<file path="src/sv/ftnl_ram.sv">
`default_nettype none
// ----------------------------------------------------------------------------
// ftnl_ram
// Generic single-port-write, single-port-read synchronous RAM with a
// registered read.
// ----------------------------------------------------------------------------
module ftnl_ram #(
  parameter int WIDTH = 8,
  parameter int DEPTH = 16
) (
  input  wire logic                     clk,
  input  wire logic                     wr_en,
  input  wire logic [$clog2(DEPTH)-1:0] wr_addr,
  input  wire logic [WIDTH-1:0]         wr_data,
  input  wire logic [$clog2(DEPTH)-1:0] rd_addr,
  output logic      [WIDTH-1:0]         rd_data
);

  logic [WIDTH-1:0] mem [DEPTH];

  always_ff @(posedge clk) begin
    if (wr_en) begin
      mem[wr_addr] <= wr_data;
    end
    rd_data <= mem[rd_addr];
  end

endmodule : ftnl_ram
`default_nettype wire
</file>
<file path="config.mk">
export PLATFORM = sky130hd
export DESIGN_NAME = ftnl_ram
export DESIGN_NICKNAME = d
export VERILOG_FILES = /design/src/sv/ftnl_ram.sv
export SDC_FILE = /design/constraint.sdc
export NUM_CORES = 1
export LEC_CHECK = 0
export BUFFER_PORTS_ARGS = -buffer_cell sky130_fd_sc_hd__buf_2
export CAP_MARGIN = 25
export CORE_ASPECT_RATIO = 1.2
export CORE_MARGIN = 2
export CORE_UTILIZATION = 50
export DETAILED_ROUTE_END_ITERATION = 10
export GPL_TIMING_DRIVEN = 0
export PLACE_DENSITY = 0.67
export SETUP_SLACK_MARGIN = 0.3
export SLEW_MARGIN = 20
export SYNTH_ARGS = -nofsm -noshare
export SYNTH_HDL_FRONTEND = slang
export SYNTH_SLANG_ARGS = --single-unit
export TNS_END_PERCENT = 1
</file>
<file path="constraint.sdc">
create_clock -name clk -period 4.25 [get_ports clk]
set_clock_uncertainty 0.05 [all_clocks]
set_input_delay 1.0625 -clock clk [delete_from_list [all_inputs] [get_ports clk]]
set_output_delay 1.0625 -clock clk [all_outputs]
set_load 0.02 [all_outputs]
</file>
# After elaboration in Yosys (flattened, before gate mapping)

Memory sizes are Yosys's and may differ from the RTL's. A register that Yosys moved wholly into a read port is not among the register bits.
Index checks and enable logic that the tools add are counted.

Flip-flop bits (word level): 0
RAM bits: 128
Input port bits: 18
Output and inout port bits: 8
Memories kept: 1

Muxes and demuxes: 2

Memory list:

| name | words | bits a word | read ports | clocked after Yosys merged registers in | wr ports | line | RTL |
|---|---|---|---|---|---|---|---|
| mem  | 16    | 8           | 1          | 1                                       | 1        | 19   | `logic [WIDTH-1:0] mem [DEPTH];` |

Operator list:

| cell             | count |
|---|---|
| 1-bit 2-to-1 mux | 2 |

# Depth between registers and ports, before layout

Gate-level depths: netlist of run 1.

Depth in word-level cells: 2
Mapped depth: 5
Gate-level depth less buffers: 3

# Worst setup path before layout of run 1

Ideal clock, no wire load.

Kind: input-to-reg
Start point: input wr_addr[2]
End point: memory mem[0][0], enable pin
Arrival: 2172 ps
Required time: 3817 ps
Setup slack: 1645 ps
Stages on the path: 2
Path buffers: 0
Cells stage by stage: or3b_2 > nor3_1

RTL lines:

| item               | line | RTL |
|---|---|---|
| start: declaration | 13   | `input wire logic [$clog2(DEPTH)-1:0] wr_addr,` |
| end: declaration   | 19   |  |

Straight into the memory's write port.

# Worst setup path after layout of run 1

Start point: input wr_addr[2]
End point: memory mem[0][5], enable pin

Straight into the memory's write port.

==> summary.md, run 1 <==
| Metric | Value |
|---|---|
| Status | finished, final reports clean |
| Mapped Area | ~5100 µm² |
| Number of port buffers | 24 |
| Crit start category | primary input |
| CTS root buffer | clkbuf_16 |
| YS warnings | 0 |
| Die Wd | between 90 and 100 µm |
| Placed cell count | 379 |
| Main area contributors after synthesis | edfxtp_1 75%, mux4_2 7.9%, mux4_1 7.1% |
| Drt total wl | 9.468 mm |
| Tot GR Track Use | 18.38% |
| Post-route DRC | 0 |
| Worst slew margin | about 45% |
| Period minus WS final | 2363 ps |
| Leakage | just over 0.002 µW |
| Post-DR vias/cell | 5.864 |
| Yosys cell types | 19 |
| Mapped Cells | about 230 |
| Antenna viol nets, final | 0 |
| Synth top area share | approximately three quarters |
| CP arrival | roughly 2400 ps |
| Die ar. | around 11,000 µm² |
| CTS H-tree lvls | 4 |
| Cts repair resizes | 0 |
| Vias post-DR | roughly 2,400 |
| Post-synth ARST share | 0% |
| Final #Nets | just under 300 |
| Sink Count | 136 |
| Pin count of the biggest net entering global routing | 17 |
| WL/cell | about 23 µm |
| Row cnt | 40 |
| Final non-filler cell total | 411 |
| Final Cycle Share | 55.61% |
| Area occupied by multi-input gates | ~1100 µm² |
| Uppermost layer routed | met4 |
| IO Pins | 26 |
| Pre-CTS setup slack | 1446 ps |
| Total grt overflow | 0 |
| CTS Buffer Depth | 2 |
| Total CTS buffers | 17 |
| WL met2 | 4.916 mm |
| #FFs+latches synth | about 140 |
| Final Wtd Congestion | between 0.7 and 0.8 |
| Clk Latency, worst-skew pair | 410 ps |
| ANT cells | 0 |
| Starting Density | 51.43% |
| CTS Hold Buffers Added | 0 |
| First-pass GRT wire length | approximately 14 mm |
| Syn-to-layout area delta | 18.04% |
| Pwr dens | ~520 nW/µm² |
| CTS tree | built |
| Slew Limit Fails | 0 |
| Worst-path clk slew | roughly 60 ps |
| Avg Inst Size Synth | between 20 and 25 µm² |
| Worst vdd ir | 0.2964 mV |
| CP Buf/Inv Count | 1 |
| Fmax | between 0.4 and 0.5 GHz |
| Pin slew with the least headroom to its limit | about 830 ps |
| Ratio of cells with drive above 1 in the final layout | between 30% and 40% |
| CORE AREA | ~10,000 µm² |
| Drt pass-1 iters | 5 |
| Routed met3 length | between 600 and 700 µm |
| Slowest stage delay, CP | about 630 ps |
| RSZ-0062 raised after global routing | false |
| DR iter-0 viols | between 200 and 300 |
| Maximum capacitance violations | 0 |
| Hold Path Class | reg2reg |
| Crit path cell chain | buf_2 -> or3b_2 -> nor3_2 |
| Metal-1 WL | 3.724 mm |
| Total setup buffers inserted after CTS | 0 |
| Top Family by Delay on Critical Path | simple AND/OR/NAND/NOR gates |
| Max stage delay cell, worst path | nor3_2 |
| Final Setup Violations | 0 |
| Sequential Area | 4004 µm² |
| Antenna violations before repair | 0 |
| Setup TNS | 0 ps |
| Max FO, Critical Path | 8 |
| CP endpoint kind | flop |
| Most common cell in the netlist | edfxtp_1 |
| Worst Setup Slack, final | around 1900 ps |
| Most common flop cell mapped by yosys | edfxtp_1 |
| Die H | roughly 120 µm |
| Layout filler cell count | 711 |
| Final number of hold-violating endpoints | 0 |
| Post-DP HPWL | between 6 and 7 mm |
| Synth cell count leaders | 128 x edfxtp_1, 18 x mux4_2, 16 x a22oi_1 |
| Net Count, Synth | ~250 |
| Required @ worst endpoint | 4230 ps |
| Vias in the first global route | approximately 2,400 |
| Synth area leader | edfxtp_1 |
| WS Path Type | in2reg |
| EDFF count, synth | roughly 130 |
| Sequential fraction of the synthesis area | approximately 78% |
## registers in the layout (all words and copies together), names as in the netlist
signal   cells
rd_data      8
mem        128
## area by class of cell
class / count / share of cell area, %
flip-flops and latches: 136 / 65.90
well taps: 126 / 2.595
plain buffers: 10 / 1.421
repair buffers: 24 / 1.977
clock buffers: 20 / 7.516
clock inverters: 12 / 2.862
multi-input cells: 83 / 17.73
## worst reg2reg max path: cells and delay by family (launching register included)
| kind | cells | cell delay, ps |
|---|---|---|
| multiplexers | 1 | 570 |
| AND/OR/NAND/NOR | 1 | 130 |
| flip-flops | 1 | 350 |
| AO/OA/AOI/OAI | 1 | 310 |
## where the power goes
part	switching [µW]	internal, µW	total (µW)
clock network	516	1010	1530
logic	92.7	59.8	153
registers	6.69	1500	1510
total	616	2570	3180
## stage by stage
stage / util (%) / hold slack [ps] / cell area (µm²) / power [µW]
global placement: 54.20 / 613.9 / 5425 / 1683
finish: 60.70 / 633.1 / 6076 / 3185
detailed placement: 54.40 / 622.3 / 5445 / 1690
floorplan: - / 579.3 / 5147 / 1621
CTS: 60.70 / 636.9 / 6076 / 3205
global route: 60.70 / 659.9 / 6076 / 3278
## path summary, 6_finish.rpt
kind | to | depth (start not counted) | slack (ps) | from
setup reg to reg | rd_data[1] | 3 | 2720 | mem[1][1]
setup / recovery | mem[0][5] | 3 | 1890 | wr_addr[2]
hold reg to reg | rd_data[0] | 3 | 630 | mem[14][0]
hold / removal | rd_data[0] | 3 | 630 | mem[14][0]
## routing by layer
metal / GRT usage, % / vias up
met3: 4.742 / 13
met5: 0 / -
met4: 8.263 / 0
met1: 23.11 / 1245
met2: 30.65 / 92
li1: - / 1060
## cells by family after synthesis
logic type,synth area share [%]
DFF,77.78
AOI/OAI and AO/OA,2.334
and+or+nand+nor,3.184
muxes,15.02
buffers and inverters,1.677
## cells in the final DEF (no fill, tap or decap), types with 2 or more instances in the layout
cell / instances
buf_6: 3
bufinv_16: 4
buf_2: 27
clkinv_2: 3
clkinvlp_4: 4
nor3_2: 4
dfxtp_1: 8
clkbuf_16: 17
nand3b_1: 2
a22oi_1: 16
edfxtp_1: 128
nand2_1: 9
mux4_2: 18
nor2_1: 13
clkbuf_8: 2
clkdlybuf4s25_2: 3
mux4_1: 14
nand2b_1: 2
Power figures use the tool's default switching activity.
==> inputs of run 2 (changes only) <==
ABC_AREA = 1   (was unset)
clock period = 2.4 ns   (was 4.25 ns; I/O delays follow)
==> summary.md, run 2 <==
| Metric | Value |
|---|---|
| Drt pass-1 iters | 5 (unchanged) |
| Required @ worst endpoint | 2390 ps (-1840 ps) |
| Sink Count | 136 (unchanged) |
| Final number of hold-violating endpoints | 0 (unchanged) |
| Pin count of the biggest net entering global routing | 17 (unchanged) |
| Reg2Reg Setup Slack | 1300 ps (-1420 ps) |
| Reg2reg start | mem[4][4] |
| Worst vdd ir | 0.4688 mV (+58%) |
| Net Count, Synth | 569 (+130%) |
| Crit path cell chain | buf_2 -> nand3b_1 -> nor2_1 |
| Top Family by Delay on Critical Path | simple AND/OR/NAND/NOR gates |
| CTS Buffer Depth | 2 (unchanged) |
| Avg Inst Size Synth | 10.47 µm² (-53%) |
| Highest-count cells in the layout ignoring fill and taps | 173 x nand2_1, 128 x edfxtp_1, 100 x inv_1 |
| Die Wd | 102.0 µm (+5.6%) |
| Tot Pwr | 5595 µW (+76%) |
| Starting Density | 51.76% (+0.34 points) |
| Antenna violations before repair | 0 (unchanged) |
| Critical Path Start | wr_addr[2] |
| Row cnt | 42 (+5.0%) |
| CP Buf/Inv Count | 1 (unchanged) |
| CP arrival | 1700 ps (-650 ps) |
| Mapped Cells | 551 (+140%) |
| Slew Limit Fails | 0 (unchanged) |
| Drt total wl | 13.72 mm (+45%) |
| Mapped Area | 5767 µm² (+12%) |
| Period minus WS final | 1709 ps |
| Post-DP HPWL | 8.924 mm (+45%) |
| Maximum capacitance violations | 0 (unchanged) |
| Tot GR Track Use | 23.89% (+5.5 points) |
| Main area contributors after synthesis | edfxtp_1 67%, nand2_1 11%, nand3_1 8.4% |
| Final Cycle Share | a little under three quarters |
| Vias post-DR | 3,847 (+60%) |
| YS warnings | 0 (unchanged) |
| IO Pins | 26 (unchanged) |
| EDFF count, synth | 128 (unchanged) |
| WS Path Type | in2reg |
| Die H | 121.6 µm (+5.6%) |
| Max reg flops | 128 (unchanged) |
| Critical path depth | 3 (unchanged) |
| Leakage | 0.002886 µW (+41%) |
| CORE AREA | 11,140 µm² (+11%) |
| Synth cell count leaders | 173 x nand2_1, 128 x edfxtp_1, 100 x inv_1 |
| Max FO, Critical Path | 8 (unchanged) |
| Setup TNS | 0 ps (unchanged) |
| Pwr dens | 840.7 nW/µm² (+60%) |
| Pin slew with the least headroom to its limit | 889.0 ps (+62.32 ps) |
| Worst slew margin | 40.51% (-4.2 points) |
| Syn-to-layout area delta | 15.40% |
| Die ar. | 12,410 µm² (+12%) |
| Reg-to-reg endpoint | rd_data[4] |
| CP endpoint kind | flop |
| Reg with most FFs | mem |
| Clk Latency, worst-skew pair | 420 ps (about the same) |
| #FFs+latches synth | 136 (unchanged) |
| Synth area leader | edfxtp_1 |
| CTS root buffer | clkbuf_16 |
| Number of port buffers | 22 (-8.3%) |
| Post-DR vias/cell | 5.075 (-13%) |
| Hold Path Class | in2reg |
| Post-route DRC | 0 (unchanged) |
| Cts repair resizes | 0 (unchanged) |
| Total CTS buffers | 17 (unchanged) |
| Crit start category | primary input |
| Vias in the first global route | 3,592 (+49%) |
| First-pass GRT wire length | 20.64 mm (+46%) |
| Ratio of cells with drive above 1 in the final layout | 12.58% (-18 points) |
| Total grt overflow | 0 (unchanged) |
| Slowest stage delay, CP | 720 ps (+90 ps) |
| CTS tree | built |
| Sequential fraction of the synthesis area | 69.43% (-8.4 points) |
| Most common cell in the netlist | nand2_1 |
| Final Setup Violations | 0 (unchanged) |
| Max stage delay cell, worst path | nor2_1 |
| DR iter-0 viols | 396 (+37%) |
| CTS Hold Buffers Added | 0 (unchanged) |
| Largest registers | mem x128, rd_data x8 |
| Antenna viol nets, final | 0 (unchanged) |
| Worst-path clk slew | 60 ps (about the same) |
| Total setup buffers inserted after CTS | 0 (unchanged) |
| CTS H-tree lvls | 4 (unchanged) |
| Final Wtd Congestion | 0.9011 (+17%) |
| Layout Utilization | 59.74% (-0.96 points) |
| Fmax | 0.5852 GHz |
| ANT cells | 0 (unchanged) |
| Most common cell after layout, fill and taps aside | nand2_1 |
| Crit path capture | mem[9][1] |
| RSZ-0062 raised after global routing | false |
| Synth top area share | 66.65% (-8.0 points) |
| Post-synth ARST share | 0% (unchanged) |
| R2R cell count | 6 (+3) |
| WL/cell | 18.10 µm (-21%) |
| Final #Nets | 610 (+110%) |
| Yosys cell types | 12 (-7) |
| Status | finished, final reports clean |
| Most common flop cell mapped by yosys | edfxtp_1 |
run 2: cells by family after synthesis:
| group | Yosys count | synth area share, % |
|---|---|---|
| simple gates | 289 | 21.05 |
| flops | 136 | 69.43 |
| buf+inv | 126 | 9.525 |
run 2: where the power goes:
part	internal, µW	total [µW]	switching, µW
Clock	1620	2560	948
Combinational	102	362	260
Sequential	2660	2670	12.9
Total	4370	5600	1220
run 2: through the flow:
step           hold WS (ps)  worst slack [ps]  std cells  area (µm²)
2_1_floorplan         557.4             799.2        551        5767
3_3_place_gp          643.0             336.9        727        6070
3_5_place_dp          644.7             284.9        727        6070
4_1_cts               545.9             724.1        758        6655
5_1_grt               558.5             694.3        758        6655
6_report              548.5             691.3        758        6655
run 2: final cells by class:
type | instances | area [µm²]
Multi-Input combinational cell | 289 | 1214
Timing Repair Buffer | 22 | 110.1
Fill cell | 906 | 4486
Inverter | 102 | 382.9
Clock inverter | 13 | 156.4
Tap cell | 154 | 192.7
Buffer | 24 | 166.4
Sequential cell | 136 | 4004
Clock buffer | 18 | 429.2
run 2: worst min path at each step:
stage | depth (start not counted) | end | slack, ps | start
2_1_floorplan | 6 | rd_data[0] | 560 | mem[10][0]
3_3_place_gp | 6 | rd_data[1] | 640 | mem[2][1]
3_5_place_dp | 6 | rd_data[1] | 640 | mem[3][1]
4_1_cts | 1 | mem[12][4] | 550 | wr_data[4]
5_1_grt | 1 | mem[14][4] | 560 | wr_data[4]
6_report | 1 | mem[5][4] | 550 | wr_data[4]
run 2: worst reg2reg max path, stage by stage, from the launching register on:
cell      delay [ps]
edfxtp_1         370
inv_1             60
nand2_1           50
nand3_1           90
nand3_1          100
nand3_1          150
nand2_1           90
run 2: routing by layer:
layer | part of all wire (%) | global-route usage, %
met3 | 7.1 | 4.991
met1 | 44 | 34.03
met5 | 0 | 0
met4 | 1.2 | 8.250
met2 | 48 | 36.80
